--- config.mk ---
export PLATFORM = sky130hd
export DESIGN_NAME = bgg_front_flat
export DESIGN_NICKNAME = d
export VERILOG_FILES = /design/src/design/bgg_pkg.sv /design/src/design/bgg_if.sv /design/src/design/bgg_front.sv /design/src/flat_wrapper.sv
export SDC_FILE = /design/constraint.sdc
export NUM_CORES = 1
export LEC_CHECK = 0
export ABC_CLOCK_PERIOD_IN_PS = 15110
export BUFFER_PORTS_ARGS = -buffer_cell sky130_fd_sc_hd__buf_2
export CORE_ASPECT_RATIO = 0.9
export CORE_MARGIN = 1.5
export CORE_UTILIZATION = 60
export CTS_BUF_LIST = sky130_fd_sc_hd__clkbuf_8 sky130_fd_sc_hd__clkbuf_16
export CTS_CLUSTER_DIAMETER = 40
export DETAILED_ROUTE_END_ITERATION = 8
export PLACE_DENSITY_LB_ADDON = 0.2
export RECOVER_POWER = 25
export REMOVE_ABC_BUFFERS = 1
export SLEW_MARGIN = 10
export SYNTH_ARGS = -nofsm -noshare
export SYNTH_HDL_FRONTEND = slang
export SYNTH_SLANG_ARGS = --single-unit
--- constraint.sdc ---
create_clock -name i_clk -period 15.11 [get_ports i_clk]
set_clock_uncertainty 0.05 [all_clocks]
set_input_delay 3.022 -clock i_clk [delete_from_list [all_inputs] [get_ports i_clk]]
set_output_delay 3.022 -clock i_clk [all_outputs]
set_load 0.01 [all_outputs]
--- src/design/bgg_pkg.sv ---
// shared types and constants for the bilinear grid gradient pixel block
package bgg_pkg;

    localparam int MAX_GRID_DEF = 16;
    localparam int MAX_DIM_DEF  = 4096;
    localparam int FIFO_DEPTH   = 4;
    localparam int CFG_IDX_W    = 2;
    localparam int CFG_DATA_W   = 13;
    localparam int GRID_W       = 5;
    localparam int CORNER_W     = 5;
    localparam int COLOR_W      = 24;
    localparam int PIX_W        = 12;
    localparam int ADDR_W       = 24;
    localparam int CHAN_W       = 8;
    localparam int NUM_CHAN     = 3;

    localparam logic [CFG_DATA_W-1:0] RST_FRAME_WIDTH  = 13'd640;
    localparam logic [CFG_DATA_W-1:0] RST_FRAME_HEIGHT = 13'd480;
    localparam logic [GRID_W-1:0]     RST_GRID_CELLS   = 5'd8;

    typedef enum logic [CFG_IDX_W-1:0] {
        CFG_FRAME_WIDTH  = 2'd0,
        CFG_FRAME_HEIGHT = 2'd1,
        CFG_GRID_CELLS   = 2'd2
    } t_cfg_idx;

    typedef enum logic {
        ACT_LOAD  = 1'b0,
        ACT_PIXEL = 1'b1
    } t_action;

    typedef struct packed {
        logic                is_pix;
        logic                ld_ok;
        logic [CORNER_W-1:0] corner_row;
        logic [CORNER_W-1:0] corner_col;
        logic [COLOR_W-1:0]  color;
        logic [PIX_W-1:0]    pixel_col;
        logic [PIX_W-1:0]    pixel_row;
        logic                in_area;
    } t_job;

endpackage

--- src/design/bgg_if.sv ---
// channel interfaces for input words, result words and configuration writes
interface bgg_in_if import bgg_pkg::*; ();
    logic                valid;
    logic                ready;
    logic                action;
    logic [CORNER_W-1:0] corner_row;
    logic [CORNER_W-1:0] corner_col;
    logic [COLOR_W-1:0]  corner_color;
    logic [PIX_W-1:0]    pixel_col;
    logic [PIX_W-1:0]    pixel_row;

    modport source (output valid, action, corner_row, corner_col, corner_color,
                    pixel_col, pixel_row, input ready);
    modport sink (input valid, action, corner_row, corner_col, corner_color,
                  pixel_col, pixel_row, output ready);
endinterface


interface bgg_cfg_if import bgg_pkg::*; ();
    logic                  valid;
    logic                  ready;
    logic [CFG_IDX_W-1:0]  index;
    logic [CFG_DATA_W-1:0] data;

    modport source (output valid, index, data, input ready);
    modport sink (input valid, index, data, output ready);
endinterface

--- src/design/bgg_front.sv ---
// front end: configuration registers, cell geometry divider, word classification
module bgg_front import bgg_pkg::*; #(
    parameter int MAX_GRID = MAX_GRID_DEF,
    parameter int MAX_DIM  = MAX_DIM_DEF,
    localparam int DW = $clog2(MAX_DIM + 1)
) (
    input  logic            i_clk,
    input  logic            i_rst_n,
    bgg_in_if.sink          i_pix,
    bgg_cfg_if.sink         i_cfg,
    input  logic            i_full,
    output logic            o_push,
    output t_job            o_job,
    output logic [DW-1:0]   o_cw,
    output logic [DW-1:0]   o_ch,
    output logic [DW-1:0]   o_wc,
    output logic [2*DW-1:0] o_area
);
    localparam int GW   = $clog2(MAX_GRID + 1);
    localparam int CNTW = $clog2(DW + 1);
    localparam int CMPW = (DW > PIX_W) ? DW : PIX_W;

    logic [CFG_DATA_W-1:0] r_w, r_h;
    logic [GRID_W-1:0]     r_g;
    logic                  r_start, r_run, r_ok;
    logic [CNTW-1:0]       r_cnt;
    logic [DW-1:0]         r_qw, r_qh;
    logic [GW:0]           r_rw, r_rh;
    logic [GW-1:0]         r_gd;
    logic [DW-1:0]         r_cw, r_ch, r_gw, r_gh;
    logic [2*DW-1:0]       r_area;

    logic [DW-1:0]   wc, hc;
    logic [GW-1:0]   gc;
    logic [GW:0]     tw, th, n_rw, n_rh;
    logic            ge_w, ge_h;
    logic [DW-1:0]   n_qw, n_qh;
    logic [2*DW-1:0] area_full;
    logic            cfg_wr;

    assign wc = (32'(r_w) > MAX_DIM) ? DW'(MAX_DIM) : DW'(r_w);
    assign hc = (32'(r_h) > MAX_DIM) ? DW'(MAX_DIM) : DW'(r_h);
    assign gc = (32'(r_g) > MAX_GRID) ? GW'(MAX_GRID) : GW'(r_g);

    // one quotient bit per cycle for width and height
    always_comb begin
        tw   = {r_rw[GW-1:0], r_qw[DW-1]};
        th   = {r_rh[GW-1:0], r_qh[DW-1]};
        ge_w = (tw >= {1'b0, r_gd});
        ge_h = (th >= {1'b0, r_gd});
        n_rw = ge_w ? tw - {1'b0, r_gd} : tw;
        n_rh = ge_h ? th - {1'b0, r_gd} : th;
        n_qw = {r_qw[DW-2:0], ge_w};
        n_qh = {r_qh[DW-2:0], ge_h};
    end

    assign area_full = {{DW{1'b0}}, r_qw} * {{DW{1'b0}}, r_qh};
    assign cfg_wr    = i_cfg.valid && i_cfg.ready;
    assign i_cfg.ready = 1'b1;

    always_ff @(posedge i_clk) begin
        if (!i_rst_n) begin
            r_w     <= RST_FRAME_WIDTH;
            r_h     <= RST_FRAME_HEIGHT;
            r_g     <= RST_GRID_CELLS;
            r_start <= 1'b1;
            r_run   <= 1'b0;
            r_ok    <= 1'b0;
            r_cnt   <= '0;
        end else if (cfg_wr) begin
            unique case (i_cfg.index)
                CFG_FRAME_WIDTH:  r_w <= i_cfg.data;
                CFG_FRAME_HEIGHT: r_h <= i_cfg.data;
                CFG_GRID_CELLS:   r_g <= i_cfg.data[GRID_W-1:0];
                default: ;
            endcase
            r_start <= 1'b1;
            r_run   <= 1'b0;
        end else if (r_start) begin
            r_start <= 1'b0;
            r_run   <= 1'b1;
            r_cnt   <= CNTW'(DW);
            r_qw    <= wc;
            r_qh    <= hc;
            r_rw    <= '0;
            r_rh    <= '0;
            r_gd    <= gc;
        end else if (r_run) begin
            if (r_cnt != '0) begin
                r_cnt <= r_cnt - 1'b1;
                r_qw  <= n_qw;
                r_qh  <= n_qh;
                r_rw  <= n_rw;
                r_rh  <= n_rh;
            end else begin
                r_run  <= 1'b0;
                r_cw   <= r_qw;
                r_ch   <= r_qh;
                r_gw   <= DW'(r_gd * r_qw);
                r_gh   <= DW'(r_gd * r_qh);
                r_area <= area_full;
                r_ok   <= (r_gd != '0) && (r_qw != '0) && (r_qh != '0);
            end
        end
    end

    assign i_pix.ready = !r_start && !r_run && !i_full;
    assign o_push      = i_pix.valid && i_pix.ready;

    always_comb begin
        o_job.is_pix     = (i_pix.action == ACT_PIXEL);
        o_job.ld_ok      = (32'(i_pix.corner_row) <= MAX_GRID)
                           && (32'(i_pix.corner_col) <= MAX_GRID);
        o_job.corner_row = i_pix.corner_row;
        o_job.corner_col = i_pix.corner_col;
        o_job.color      = i_pix.corner_color;
        o_job.pixel_col  = i_pix.pixel_col;
        o_job.pixel_row  = i_pix.pixel_row;
        o_job.in_area    = r_ok && (CMPW'(i_pix.pixel_col) < CMPW'(r_gw))
                           && (CMPW'(i_pix.pixel_row) < CMPW'(r_gh));
    end

    assign o_cw   = r_cw;
    assign o_ch   = r_ch;
    assign o_wc   = wc;
    assign o_area = r_area;
endmodule

--- src/flat_wrapper.sv ---
// flat-port wrapper written by rule: the top's interface ports become plain ports
module bgg_front_flat import bgg_pkg::*;
#(
    parameter int MAX_GRID = MAX_GRID_DEF,
    parameter int MAX_DIM  = MAX_DIM_DEF,
    localparam int DW = $clog2(MAX_DIM + 1)
)
  (i_clk, i_rst_n, i_full, o_push, o_job, o_cw, o_ch, o_wc, o_area, i_pix_valid, i_pix_action, i_pix_corner_row, i_pix_corner_col, i_pix_corner_color, i_pix_pixel_col, i_pix_pixel_row, i_pix_ready, i_cfg_valid, i_cfg_index, i_cfg_data, i_cfg_ready);
  bgg_in_if i_pix_i ();
  bgg_cfg_if i_cfg_i ();
  input  logic i_clk;
  input  logic i_rst_n;
  input  logic i_full;
  output logic o_push;
  output t_job o_job;
  output logic [DW-1:0] o_cw;
  output logic [DW-1:0] o_ch;
  output logic [DW-1:0] o_wc;
  output logic [2*DW-1:0] o_area;
  input wire logic [$bits(i_pix_i.valid)-1:0] i_pix_valid;
  input wire logic [$bits(i_pix_i.action)-1:0] i_pix_action;
  input wire logic [$bits(i_pix_i.corner_row)-1:0] i_pix_corner_row;
  input wire logic [$bits(i_pix_i.corner_col)-1:0] i_pix_corner_col;
  input wire logic [$bits(i_pix_i.corner_color)-1:0] i_pix_corner_color;
  input wire logic [$bits(i_pix_i.pixel_col)-1:0] i_pix_pixel_col;
  input wire logic [$bits(i_pix_i.pixel_row)-1:0] i_pix_pixel_row;
  output wire logic [$bits(i_pix_i.ready)-1:0] i_pix_ready;
  input wire logic [$bits(i_cfg_i.valid)-1:0] i_cfg_valid;
  input wire logic [$bits(i_cfg_i.index)-1:0] i_cfg_index;
  input wire logic [$bits(i_cfg_i.data)-1:0] i_cfg_data;
  output wire logic [$bits(i_cfg_i.ready)-1:0] i_cfg_ready;
  assign i_pix_i.valid = i_pix_valid;
  assign i_pix_i.action = i_pix_action;
  assign i_pix_i.corner_row = i_pix_corner_row;
  assign i_pix_i.corner_col = i_pix_corner_col;
  assign i_pix_i.corner_color = i_pix_corner_color;
  assign i_pix_i.pixel_col = i_pix_pixel_col;
  assign i_pix_i.pixel_row = i_pix_pixel_row;
  assign i_pix_ready = i_pix_i.ready;
  assign i_cfg_i.valid = i_cfg_valid;
  assign i_cfg_i.index = i_cfg_index;
  assign i_cfg_i.data = i_cfg_data;
  assign i_cfg_ready = i_cfg_i.ready;
  bgg_front #(.MAX_GRID(MAX_GRID), .MAX_DIM(MAX_DIM)) u_core (.i_clk(i_clk), .i_rst_n(i_rst_n), .i_pix(i_pix_i), .i_cfg(i_cfg_i), .i_full(i_full), .o_push(o_push), .o_job(o_job), .o_cw(o_cw), .o_ch(o_ch), .o_wc(o_wc), .o_area(o_area));
endmodule
==> run metrics <==
Post-synth ARST share 0%; Site Rows 55; synth cell count leaders 262 x inv_1, 215 x nand2_1, 175 x fa_1; register share of total power 26.7%; first-pass GRT wire length 55000 um; TritonCTS Buffers 17; Logic pwr share 51.0%; gr usage total 25.9%; Final Instance Area 16700 um2; Clk Latency, worst-skew pair 0.46 ns; net switching power figure 0.860 mW; register area share after synthesis 27.9%; chip width 173 um; crit path buf inv count 2; Max Cap Viol 1; gr ovfl total 0; Longest Clk Path Bufs 2; Clock transition at path regs 0.08 ns; Slew Viols, Final 33; Top FF cell, synth edfxtp_1; critical path arrival 4.56 ns; delay-heaviest family, CP compound AO/OA/AOI/OAI gates; H-tree depth 4; initial antenna violation count 0; Yosys reg bits 157; FF/Latch Area 4330 um2; Fill cells 2080; Buffers on Ports 156; Post-Syn Instances 1615; Final Wtd Congestion 0.867; CTS Hold Bufs 0; CTS tree built; area of the multi-input gates 9500 um2; static leakage 7.90 nW; clock share of power 22.4%; Vias/cell 5.54; Setup-failing EPs final 0; switch share 41.7%; Area Overhead vs Synth 7.50%; drt first-iter violations 673; count of different cell masters after synthesis 64; setup_tns 0 ns; share of cells above drive strength 1 13.1%; delay of the slowest cell on the worst path 0.30 ns; post-CTS sizing 0; Crit. End Element output port; io pins 208; Detailed Place HPWL 23700 um; worst-case reg-to-reg path depth 17; Hold Fails Final Rpt 0; TritonRoute pass-1 iters 7; Worst VDD drop 0.113 mV; Worst Tran Pin Value 1.62 ns; syn avg cell area 9.63 um2; Critical-path top delay cell ha_1; min-delay worst type flip-flop to flip-flop; outcome complete, but fails checks; Final ANT Viol Nets 0; P_int 1.20 mW; vias post-DR 11204; Core Box Area 25300 um2; Worst path depth 9; crit-path cells buf_2 > ha_1 > a21o_1 > a21oi_1 > nor2_1 > a211oi_1 > o21ai_0 > a211oi_1 > buf_2; post-route clock period utilization 50.5%; die area 26900 um2; EDFF count, synth 119; top cell type by total area after synthesis edfxtp_1; Synth area leaders edfxtp_1 23%, fa_1 23%, ha_1 11%; cell with the most instances after synthesis inv_1; # DRC 0; failing checks capacitance limit, slew limit; hold path depth 2; Die Y 156 um; WL/cell 16.6 um; clk sink count 157; core utilization of the finished layout 66.0%; minimum clock period 7.63 ns; Cell Area, Synth 15600 um2; drt total wl 33500 um; crit start category primary input; initial core utilization 61.4%; number of diodes 0; Synth top area share 23.0%; CTS Root Buffer Type clkbuf_16; YS warnings 0; Pwr per Cell Area 123 nW/um2; placed instance area 16100 um2; largest net degree at the start of global routing 79; Fmax 0.131 GHz; Setup CP Type primary input to output port; Critical Path RT 12.04 ns; Final #Nets 2057; Setup Buffers After CTS 0; RSZ-0062 raised after global routing no; Max-slew headroom -7.85%; number of global-route vias before repair 11067; Max FO, Critical Path 2; Largest register FFs 26
-- power by group through the flow --
stage          Sequential, mW  Combinational (mW)  Clock [mW]
2_1_floorplan           0.554               0.831           0
3_3_place_gp            0.559                1.02           0
3_5_place_dp            0.559                1.05           0
4_1_cts                 0.550                1.06       0.468
5_1_grt                 0.552                1.21       0.483
6_report                0.550                1.05       0.462
-- metal layers --
| metal | track usage, % | up-vias | routed length [um] |
|---|---|---|---|
| li1 | - | 5184 | - |
| met1 | 36.2 | 5559 | 14900 |
| met2 | 41.4 | 421 | 15500 |
| met3 | 5.12 | 38 | 2560 |
| met4 | 7.20 | 2 | 532 |
| met5 | 1.27 | - | 48 |
-- final cells by class --
cell class | instances | share of cell area [%]
sequential | 157 | 25.9
clock inverter | 15 | 1.24
inverter | 262 | 5.88
multi-input combinational | 1060 | 56.8
clock buffer | 17 | 2.54
timing repair buffer | 168 | 5.01
tap | 342 | 2.56
-- final timing paths --
path / startpoint / endpoint / slack (ns)
setup reg to reg: u_core.r_qh[9] / u_core.o_area[25] / 8.69
hold / removal: u_core.r_w[0] / u_core.r_w[0] / 0.41
hold reg to reg: u_core.r_w[0] / u_core.r_w[0] / 0.41
setup / recovery: i_pix_pixel_row[7] / o_job[0] / 7.48
-- placed cells by master, fill, tap and decap left out, types with 9 or more instances in the layout --
cell type and n:
inv_1 262, nand2_1 215, fa_1 175, buf_2 154, ha_1 137, and2_1 131, edfxtp_1 119, a21oi_1 60
nor2_1 52, xnor2_1 47, dfxtp_1 38, o21ai_0 29, nor2b_1 23, nor3_1 21, clkbuf_16 17, nand3_1 14
a21o_1 13, mux2_2 13, and2_0 12, a211oi_1 11, a22o_1 10, clkbuf_1 10, mux2i_1 9
-- worst min-delay path, delay by kind of cell (launching register included) --
family             cells  cell delay [ns]
DFF                    1             0.31
and+or+nand+nor        1             0.05
AOI/OAI and AO/OA      1             0.05
-- cells by family after synthesis --
logic type / share of synthesized area, %
and+or+nand+nor: 16.0
buffers and inverters: 11.1
adders and majority gates: 33.5
AOI/OAI and AO/OA: 6.83
DFF: 27.9
xor gates and xnor gates: 3.10
muxes: 1.62
other: 0.0241
-- metrics by stage --
| stage | setup slack (ns) | std cells | power [mW] | hold WS [ns] |
|---|---|---|---|---|
| floorplan | 7.78 | 1479 | 1.39 | 0.380 |
| global placement | 7.42 | 1989 | 1.58 | 0.389 |
| detailed placement | 7.44 | 1989 | 1.61 | 0.394 |
| global route | 7.36 | 2021 | 2.25 | 0.431 |
| CTS | 7.44 | 2021 | 2.08 | 0.406 |
| finish | 7.48 | 2021 | 2.06 | 0.406 |
Note: power is estimated with default switching activity, not from simulation.
