File: src/design/bgg_pkg.sv
// shared types and constants for the bilinear grid gradient pixel block
package bgg_pkg;

    localparam int MAX_GRID_DEF = 16;
    localparam int MAX_DIM_DEF  = 4096;
    localparam int FIFO_DEPTH   = 4;
    localparam int CFG_IDX_W    = 2;
    localparam int CFG_DATA_W   = 13;
    localparam int GRID_W       = 5;
    localparam int CORNER_W     = 5;
    localparam int COLOR_W      = 24;
    localparam int PIX_W        = 12;
    localparam int ADDR_W       = 24;
    localparam int CHAN_W       = 8;
    localparam int NUM_CHAN     = 3;

    localparam logic [CFG_DATA_W-1:0] RST_FRAME_WIDTH  = 13'd640;
    localparam logic [CFG_DATA_W-1:0] RST_FRAME_HEIGHT = 13'd480;
    localparam logic [GRID_W-1:0]     RST_GRID_CELLS   = 5'd8;

    typedef enum logic [CFG_IDX_W-1:0] {
        CFG_FRAME_WIDTH  = 2'd0,
        CFG_FRAME_HEIGHT = 2'd1,
        CFG_GRID_CELLS   = 2'd2
    } t_cfg_idx;

    typedef enum logic {
        ACT_LOAD  = 1'b0,
        ACT_PIXEL = 1'b1
    } t_action;

    typedef struct packed {
        logic                is_pix;
        logic                ld_ok;
        logic [CORNER_W-1:0] corner_row;
        logic [CORNER_W-1:0] corner_col;
        logic [COLOR_W-1:0]  color;
        logic [PIX_W-1:0]    pixel_col;
        logic [PIX_W-1:0]    pixel_row;
        logic                in_area;
    } t_job;

endpackage

File: src/design/bgg_fifo.sv
// short word queue between front and back end
module bgg_fifo import bgg_pkg::*; (
    input  logic i_clk,
    input  logic i_rst_n,
    input  logic i_push,
    input  t_job i_job,
    output logic o_full,
    input  logic i_pop,
    output logic o_vld,
    output t_job o_job
);
    localparam int PW = $clog2(FIFO_DEPTH);
    localparam int CW = $clog2(FIFO_DEPTH + 1);

    t_job          r_mem [0:FIFO_DEPTH-1];
    logic [PW-1:0] r_wp, r_rp;
    logic [CW-1:0] r_cnt;

    always_ff @(posedge i_clk) begin
        if (!i_rst_n) begin
            r_wp  <= '0;
            r_rp  <= '0;
            r_cnt <= '0;
        end else begin
            if (i_push) begin
                r_wp <= r_wp + 1'b1;
            end
            if (i_pop) begin
                r_rp <= r_rp + 1'b1;
            end
            if (i_push && !i_pop) begin
                r_cnt <= r_cnt + 1'b1;
            end else if (!i_push && i_pop) begin
                r_cnt <= r_cnt - 1'b1;
            end
        end
    end

    always_ff @(posedge i_clk) begin
        if (i_push) begin
            r_mem[r_wp] <= i_job;
        end
    end

    assign o_full = (r_cnt == CW'(FIFO_DEPTH));
    assign o_vld  = (r_cnt != '0);
    assign o_job  = r_mem[r_rp];

    a_no_overflow: assert property (@(posedge i_clk) disable iff (!i_rst_n)
        !(i_push && o_full)) else $error("push into full queue");
    a_no_underflow: assert property (@(posedge i_clk) disable iff (!i_rst_n)
        !(i_pop && !o_vld)) else $error("pop from empty queue");
    a_count_bound: assert property (@(posedge i_clk) disable iff (!i_rst_n)
        r_cnt <= CW'(FIFO_DEPTH)) else $error("queue count out of range");
endmodule

File: config.mk
export PLATFORM = sky130hd
export DESIGN_NAME = bgg_fifo
export DESIGN_NICKNAME = d
export VERILOG_FILES = /design/src/design/bgg_pkg.sv /design/src/design/bgg_fifo.sv
export SDC_FILE = /design/constraint.sdc
export NUM_CORES = 1
export LEC_CHECK = 0
export BUFFER_PORTS_ARGS = -buffer_cell sky130_fd_sc_hd__clkbuf_2
export CAP_MARGIN = 5
export CORE_MARGIN = 5
export CORE_UTILIZATION = 30
export DETAILED_ROUTE_END_ITERATION = 10
export GPL_TIMING_DRIVEN = 0
export SETUP_SLACK_MARGIN = 0.3
export SLEW_MARGIN = 5
export SYNTH_ARGS = -nofsm -noshare
export SYNTH_HDL_FRONTEND = slang
export SYNTH_SLANG_ARGS = --single-unit
File: constraint.sdc
create_clock -name i_clk -period 3.07 [get_ports i_clk]
set_input_delay 0.4605 -clock i_clk [delete_from_list [all_inputs] [get_ports i_clk]]
set_output_delay 0.4605 -clock i_clk [all_outputs]
set_load 0.05 [all_outputs]
==> reports/qor.csv, run 1 <==
metric;value;unit
status;completed;
drt first-iter violations;163;
Yosys reg bits;253;
relative slew slack;67.3;%
largest net degree at the start of global routing;53;
core area;30600;µm²
CP Buf/Inv Count;3;
Logic pwr share;14.6;%
setup repair bufs after CTS;0;
GRT Total Usage;10.5;%
XOR/XNOR share of the synthesized area;0.470;%
Critical Path, Cell by Cell;buf_6 -> buf_12 -> mux4_2 -> clkbuf_2;
Final #Nets;592;
Final ANT Viol Nets;0;
pre-CTS WS;0.781;ns
top-area cell type share of the netlist area;78.6;%
main combinational cell family by area after synthesis;multiplexers;
total wire length;18200;µm
DRC viols;0;
Hold Crit Class;input port to flip-flop;
switch share;25.2;%
worst endpoint required time;2.61;ns
WL/cell;19.4;µm
clk sink count;253;
post-synthesis mux area share;15.0;%
Tmin final;2.52;ns
# port buffers;127;
Internal;6110;µW
ratio of cells with drive above 1 in the final layout;44.7;%
CTS tree;yes;
Synth Flop Type;edfxtp_1;
skew final;0.00850;ns
Arrival @ worst endpoint;2.06;ns
achievable frequency;397;MHz
final clock period utilization by the worst path;82.1;%
initial antenna violation count;1;
Syn Nets;433;
Max Cap Viol;0;
Slowest cell on crit path;mux4_2;
CTS Buf Count;26;
sequential area share after synthesis;80.6;%
Clock Power Share;36.4;%
GP Congestion;0.704;
Synth Area per Inst;25.7;µm²
Post-synth ARST share;0;%
DP HPWL;11700;µm
die height;186;µm
Worst-Skew Late Latency;0.51;ns
Setup CP Type;flip-flop to output port;
Max VDD drop;430;µV
Reg clk slew, reported paths;0.06;ns
Sequential Power Share;49.0;%
Area Growth Syn to Fin;22.1;%
Pwr Density;718;nW/µm²
Yosys warnings;0;
RSZ-0062 raised after global routing;false;
largest stage delay on the critical path;0.55;ns
Final Hold Viols;0;
Slew Viols, Final;0;
crit start category;flip-flop;
Post-synth top cells;edfxtp_1 (244), mux4_2 (60), and2_1 (9), dfxtp_1 (9);
# rows;64;
H-tree levels;1;
Yosys top cell by area;edfxtp_1;
Post-Layout Cell Count;937;
largest fanout on the critical path;10;
antenna cells;0;
post-synthesis cell count;362;
leakage;0.00385;µW
switching power;2060;µW
drt first pass iters;4;
die width;186;µm
Clock Path Buffers;3;
global-route wire length before repair;27800;µm
filler cell count;2810;
PnR worst setup slack;0.549;ns
Synth cell types;21;
number of global-route vias before repair;4741;
CP endpoint kind;output port;
Post-Synth Adder-Cell Area;0.886;%
initial core utilization;30.5;%
grt total ovfl;0;
Placed Cells;889;
worst slew pin tran;0.490;ns
top-count cell post-synth;edfxtp_1;
CTS root buffer;clkbuf_16;
DIE AREA;34700;µm²
Synth Area in Simple Gates;0.994;%
CTS hold repair buffers;0;
Via Count;4189;
complex-gate fraction of the synthesized area;0.134;%
post-synthesis instance area;9320;µm²
io pins;128;
Top Family by Delay on Critical Path;buffers and inverters;
Setup violations, final;0;
vias per cell;4.47;
top cells by area, synth;edfxtp_1 (79%), mux4_2 (15%), dfxtp_1 (1.9%);
Post-synth EDFFs;244;
-- power by group through the flow --
stage	logic, µW	clock network (µW)	registers [µW]
global placement	1170	0	4080
detailed placement	1220	0	4080
floorplan	880	0	4070
finish	1190	2970	4010
CTS	1220	3080	4010
global route	1260	3230	4020
-- cell type report --
type                    instances  area [µm²]  share of cell area, %
flip-flops and latches        253        7510                   66.0
multi-input cells              91        1640                   14.4
repair buffers                131         731                   6.43
clock buffers                  36         709                   6.24
well taps                     396         495                   4.36
plain buffers                  14         166                   1.46
clock inverters                12         109                  0.957
inverters                       4        15.0                  0.132
-- cells in the final DEF, fill, tap and decap left out, drive strengths merged --
cell type  synthesis  final
a21boi             1      1
and2               9      9
buf               14     18
bufinv             0      2
clkbuf             0    163
clkinv             0      9
clkinvlp           0      1
dfxtp              9      9
edfxtp           244    244
fa                 1      1
ha                 5      5
inv                4      4
mux2i              2      2
mux4              61     61
nand2              1      1
nor2b              2      2
nor3b              1      1
o21ai              1      1
or3                2      2
xnor2              2      2
xor2               3      3
-- final timing paths --
check	startpoint	to	slack [ns]	cells past startpoint
max reg2reg	r_wp[0]	r_mem[2][36]	1.35	4
max	flip-flop	o_job[32]	0.55	4
min reg2reg	r_cnt[2]	r_cnt[2]	0.52	2
min	i_job[7]	r_mem[0][7]	0.16	1
-- registers in the layout (all words and copies together), names as in the netlist, named ones only --
signal and flops:
r_cnt 3, r_mem 244, r_rp 2, r_wp 2
-- cells by family after synthesis --
family | Yosys count
XOR/XNOR | 5
AO/OA/AOI/OAI | 2
buffers and inverters | 18
AND/OR/NAND/NOR | 15
adder cells (fa/ha/maj) | 6
multiplexers | 63
flip-flops | 253
-- routing by layer --
layer	vias up	share of wire [%]	global-route usage, %
li1	1870	-	-
met1	2184	41	13.1
met2	105	51	18.4
met3	28	6.3	2.63
met4	2	1.9	2.68
met5	-	0.039	0
-- per-stage QoR --
stage	utilization, %	total power [µW]	instance area, µm²	hold WS (ns)	TNS (ns)
3_5_place_dp	34.5	5300	10600	0.514	0
3_3_place_gp	34.2	5260	10400	0.487	-161.30
2_1_floorplan	-	4950	9320	0.467	0
5_1_grt	37.2	8510	11400	0.137	0
6_report	37.2	8170	11400	0.162	0
4_1_cts	37.2	8310	11400	0.126	0
-- worst reg2reg max path: stages, from the launching register on --
cell and delay [ns]:
dfxtp_1 0.35, inv_1 0.09, ha_1 0.16, and2_4 0.46
buf_12 0.31
-- repair_timing --
item                                    CTS  global route
endpoints found under the hold margin     0             0
endpoints found under the setup margin   60             0
gates resized for setup                   1             0
Power figures use the tool's default switching activity.
==> run 2: changes to the inputs <==
--- a/config.mk
+++ b/config.mk
@@ -5,6 +5,7 @@
 export SDC_FILE = /design/constraint.sdc
 export NUM_CORES = 1
 export LEC_CHECK = 0
+export ABC_AREA = 1
 export BUFFER_PORTS_ARGS = -buffer_cell sky130_fd_sc_hd__clkbuf_2
 export CAP_MARGIN = 5
 export CORE_MARGIN = 5
==> constraint.sdc (replaced) <==
create_clock -name i_clk -period 2.65 [get_ports i_clk]
set_input_delay 0.3975 -clock i_clk [delete_from_list [all_inputs] [get_ports i_clk]]
set_output_delay 0.3975 -clock i_clk [all_outputs]
set_load 0.05 [all_outputs]
==> reports/qor.csv, run 2 <==
metric;value;unit
PnR worst setup slack;0.382;ns
global-route wire length before repair;36400;µm
die width;193;µm
Setup CP Type;flip-flop to output port;
io pins;128;
Final ANT Viol Nets;0;
H-tree levels;1;
Yosys top cell by area;edfxtp_1;
setup repair bufs after CTS;0;
Reg clk slew, reported paths;0.06;ns
vias per cell;4.53;
drt first pass iters;4;
Yosys reg bits;253;
achievable frequency;441;MHz
relative slew slack;68.4;%
clk sink count;253;
Syn Nets;719;
Top Family by Delay on Critical Path;buffers and inverters;
most used cell, CP;buf_12;
Post-synth EDFFs;244;
filler cell count;3209;
Clock Path Buffers;3;
core area;33400;µm²
status;completed;
WL/cell;18.7;µm
setup total negative slack;0;ns
Synth cell types;25;
Max Cap Viol;0;
Synth Flop Type;edfxtp_1;
GP Congestion;0.713;
Pwr Density;807;nW/µm²
initial core utilization;30.2;%
most frequent cells in the layout;edfxtp_1 (244), o21ai_0 (93), nor2_1 (88), clkbuf_2 (70), o22ai_2 (46);
ratio of cells with drive above 1 in the final layout;37.1;%
DP HPWL;14800;µm
largest fanout on the critical path;10;
Slew Viols, Final;0;
CP Buf/Inv Count;4;
pre-CTS WS;0.284;ns
worst slew pin tran;0.474;ns
CTS hold repair buffers;0;
Critical Path, Cell by Cell;inv_4 -> buf_12 -> buf_12 -> nor2_4 -> o22ai_2 -> buf_6;
Worst-Skew Late Latency;0.53;ns
top-area cell type share of the netlist area;72.7;%
Post-synth top cells;edfxtp_1 (244), o21ai_0 (97), nor2_1 (88), nor2_4 (40), o22ai_2 (40);
Max VDD drop;533;µV
Arrival @ worst endpoint;1.87;ns
max reg flops;244;
Slowest cell on crit path;dfxtp_4;
sequential area share after synthesis;74.5;%
crit start category;flip-flop;
Final Cell Area;12800;µm²
# port buffers;127;
DRC viols;0;
drt first-iter violations;230;
CP endpoint kind;output port;
worst endpoint required time;2.25;ns
Area Growth Syn to Fin;26.8;%
Tmin final;2.27;ns
Final #Nets;880;
RSZ-0062 raised after global routing;true;
final clock period utilization by the worst path;85.6;%
# rows;67;
largest net degree at the start of global routing;38;
placed cell area;11400;µm²
top cells by area, synth;edfxtp_1 (73%), o22ai_2 (5.0%), o21ai_0 (4.8%);
Synth Area per Inst;15.6;µm²
CTS tree;yes;
number of global-route vias before repair;6058;
largest stage delay on the critical path;0.37;ns
Final Hold Viols;0;
DIE AREA;37400;µm²
Top reg by flops;r_mem;
CTS root buffer;clkbuf_16;
Yosys warnings;0;
Setup violations, final;0;
die height;193;µm
Post-synth ARST share;0;%
GRT Total Usage;12.4;%
Via Count;5799;
leakage;0.00445;µW
post-synthesis cell count;648;
CTS Buf Count;28;
Top Registers;r_mem (244), r_cnt (3);
top-count cell post-synth;edfxtp_1;
skew final;0.00644;ns
total wire length;23900;µm
Hold Crit Class;input port to flip-flop;
post-synthesis instance area;10100;µm²
initial antenna violation count;1;
commonest non-fill, non-tap cell in the layout;edfxtp_1;
grt total ovfl;0;
FF-to-FF setup slack;0.95;ns
==> run 2: cell types whose count changed after synthesis, sizes merged, moves of 3 or more <==
cell	before	now
xor2	3	0
nor2	0	128
nand2	1	10
o22ai	0	61
o21ai	1	128
mux4	61	0
inv	4	16
a21oi	0	4
and2	9	0
clkbuf	0	11
buf	14	27
==> run 2: stage by stage <==
| step | instances | total power (µW) | util (%) | hold WS, ns |
|---|---|---|---|---|
| 6_report | 1279 | 10300 | 38.3 | 0.0791 |
| 5_1_grt | 1278 | 10700 | 38.3 | 0.0511 |
| 4_1_cts | 1278 | 10400 | 38.1 | 0.0458 |
| 3_5_place_dp | 1227 | 6130 | 34.2 | 0.431 |
| 3_3_place_gp | 1223 | 6110 | 33.8 | 0.433 |
| 2_1_floorplan | 648 | 5680 | - | 0.412 |
==> run 2: timing repair <==
item	CTS	global route
endpoints found under the setup margin	61	50
pin swaps	0	2
resized for setup	100	65
==> run 2: final cells by class <==
class                   instances  area [µm²]  area share [%]
diodes                          1        2.50          0.0196
plain buffers                  38         352            2.75
clock buffers                  39         783            6.13
clock inverters                12         216            1.69
inverters                      17        81.3           0.637
multi-input cells             340        2280            17.8
flip-flops and latches        253        7510            58.8
well taps                     448         561            4.39
repair buffers                131         987            7.73
==> run 2: final timing paths <==
path	startpoint	to	cells past startpoint
max	flip-flop	o_job[8]	6
max reg2reg	r_wp[0]	r_mem[0][60]	5
min	i_job[26]	r_mem[0][26]	1
min reg2reg	r_rp[1]	flip-flop	1
==> run 2: cell families (layout without fill, tap and decap cells) <==
kind of cell / Yosys count / after routing / synth area share (%)
AO/OA/AOI/OAI: 193 / 193 / 12.9
adder cells (fa/ha/maj): 6 / 6 / 0.819
buffers and inverters: 55 / 237 / 3.55
flip-flops: 253 / 253 / 74.5
other: 0 / 1 / 0
AND/OR/NAND/NOR: 141 / 141 / 8.28
==> run 2: power breakdown <==
group | switching [µW] | internal (µW) | total (µW)
Clock | 1510 | 2640 | 4150
Sequential | 49.9 | 4570 | 4620
Combinational | 1060 | 478 | 1540
==> run 2: routing by layer <==
layer	routed length, µm	track usage [%]	vias to the layer above
li1	-	-	2763
met1	10400	16.2	2850
met2	11800	21.4	149
met3	1350	2.85	35
met4	333	2.44	2
met5	13	0	-
==> run 3: changes to the inputs <==
--- a/config.mk
+++ b/config.mk
@@ -11,7 +11,6 @@
 export CORE_MARGIN = 5
 export CORE_UTILIZATION = 30
 export DETAILED_ROUTE_END_ITERATION = 10
-export GPL_TIMING_DRIVEN = 0
 export SETUP_SLACK_MARGIN = 0.3
 export SLEW_MARGIN = 5
 export SYNTH_ARGS = -nofsm -noshare
==> reports/qor.csv, run 3 (synthesis results as in run 2) <==
metric;value;unit
relative slew slack;70.7;%
Hold Worst Slack;0.0788;ns
GRT Total Usage;12.7;%
DRC viols;0;
Tmin final;2.32;ns
DP HPWL;11600;µm
die width;193;µm
CTS tree;yes;
Worst-Skew Late Latency;0.54;ns
io pins;128;
vias per cell;4.69;
CTS hold repair buffers;0;
core area;33400;µm²
CTS Buf Count;28;
Setup CP Type;flip-flop to output port;
CTS root buffer;clkbuf_16;
Pwr Density;778;nW/µm²
FF-to-FF setup slack;1.16;ns
drt first pass iters;4;
Reg clk slew, reported paths;0.06;ns
ratio of cells with drive above 1 in the final layout;34.3;%
RSZ-0062 raised after global routing;true;
most frequent cells in the layout;edfxtp_1 (244), o21ai_0 (96), nor2_1 (88), clkbuf_2 (66), o22ai_2 (45);
Top Family by Delay on Critical Path;buffers and inverters;
Clock Path Buffers;3;
crit start category;flip-flop;
commonest non-fill, non-tap cell in the layout;edfxtp_1;
DIE AREA;37400;µm²
Via Count;5899;
Hold Crit Class;input port to flip-flop;
Slew Viols, Final;0;
GP Congestion;0.700;
total wire length;24800;µm
Final #Nets;861;
CP Buf/Inv Count;4;
switch share;26.5;%
achievable frequency;431;MHz
Area Growth Syn to Fin;26.0;%
largest stage delay on the critical path;0.37;ns
Top Registers;r_mem (244), r_cnt (3);
WL/cell;19.7;µm
global-route wire length before repair;37300;µm
CP endpoint kind;output port;
Logic pwr share;16.0;%
Arrival @ worst endpoint;1.92;ns
initial antenna violation count;2;
Final ANT Viol Nets;0;
Final Power;9880;µW
antenna cells;0;
grt total ovfl;0;
max reg flops;244;
H-tree levels;1;
status;completed;
# port buffers;127;
worst endpoint required time;2.25;ns
final clock period utilization by the worst path;87.6;%
Sequential Power Share;46.7;%
Final Hold Viols;0;
Critical Path, Cell by Cell;buf_12 -> inv_16 -> buf_16 -> nor2_1 -> o22ai_1 -> clkbuf_8;
initial core utilization;30.2;%
skew final;0.0127;ns
largest net degree at the start of global routing;62;
Slowest cell on crit path;dfxtp_4;
leakage;0.00437;µW
Top reg by flops;r_mem;
switching power;2610;µW
clk sink count;253;
die height;193;µm
Internal;7270;µW
number of global-route vias before repair;6223;
worst slew pin tran;0.439;ns
Max VDD drop;424;µV
filler cell count;3217;
setup total negative slack;0;ns
# rows;67;
Clock Power Share;37.2;%
largest fanout on the critical path;18;
drt first-iter violations;220;
Setup violations, final;0;
Max Cap Viol;0;
[run 3: routing by layer]
metal,vias up,routed length [µm],GRT usage [%]
met1,2975,11100,16.9
met2,156,11500,20.9
li1,2718,-,-
met4,4,465,2.60
met3,46,1610,3.46
met5,-,27,0
[run 3: power by group through the flow]
| stage | Clock (µW) | Sequential [µW] | Combinational (µW) |
|---|---|---|---|
| 4_1_cts | 3790 | 4620 | 1580 |
| 2_1_floorplan | 0 | 4700 | 980 |
| 3_3_place_gp | 0 | 4690 | 1350 |
| 6_report | 3680 | 4620 | 1580 |
| 5_1_grt | 3960 | 4630 | 1690 |
| 3_5_place_dp | 0 | 4700 | 1360 |
[run 3: worst paths after layout]
check                               start      endpoint  cells past startpoint
worst max-delay path            flip-flop     o_job[24]                      6
worst min-delay path            i_job[33]  r_mem[0][33]                      1
worst max register to register    r_wp[0]  r_mem[0][55]                      5
worst min register to register    r_rp[1]     flip-flop                      1
[run 3: per-stage QoR]
stage | setup WS [ns] | instance area [µm²] | util [%] | instances
after detailed placement | 0.477 | 11200 | 33.6 | 1198
after floorplan | 0.459 | 10100 | - | 648
after global routing | 0.249 | 12700 | 38.1 | 1259
final | 0.329 | 12700 | 38.1 | 1259
after global placement | 0.476 | 11200 | 33.6 | 1198
after CTS | 0.239 | 12600 | 37.8 | 1257
[run 3: what timing repair did]
action                                  in CTS  in global routing
gates resized for setup                    102                 46
endpoints found under the setup margin      61                 53
setup buffers                                3                  0
gates cloned                                 5                  2
[run 3: final cells by class]
| class | count | area [µm²] | share of cell area [%] |
|---|---|---|---|
| clock buffers | 39 | 763 | 6.01 |
| clock inverters | 12 | 108 | 0.847 |
| inverters | 17 | 97.6 | 0.768 |
| multi-input cells | 340 | 2240 | 17.7 |
| flip-flops and latches | 253 | 7510 | 59.2 |
| well taps | 448 | 561 | 4.41 |
| repair buffers | 149 | 1400 | 11.0 |
| repair inverters | 1 | 16.3 | 0.128 |
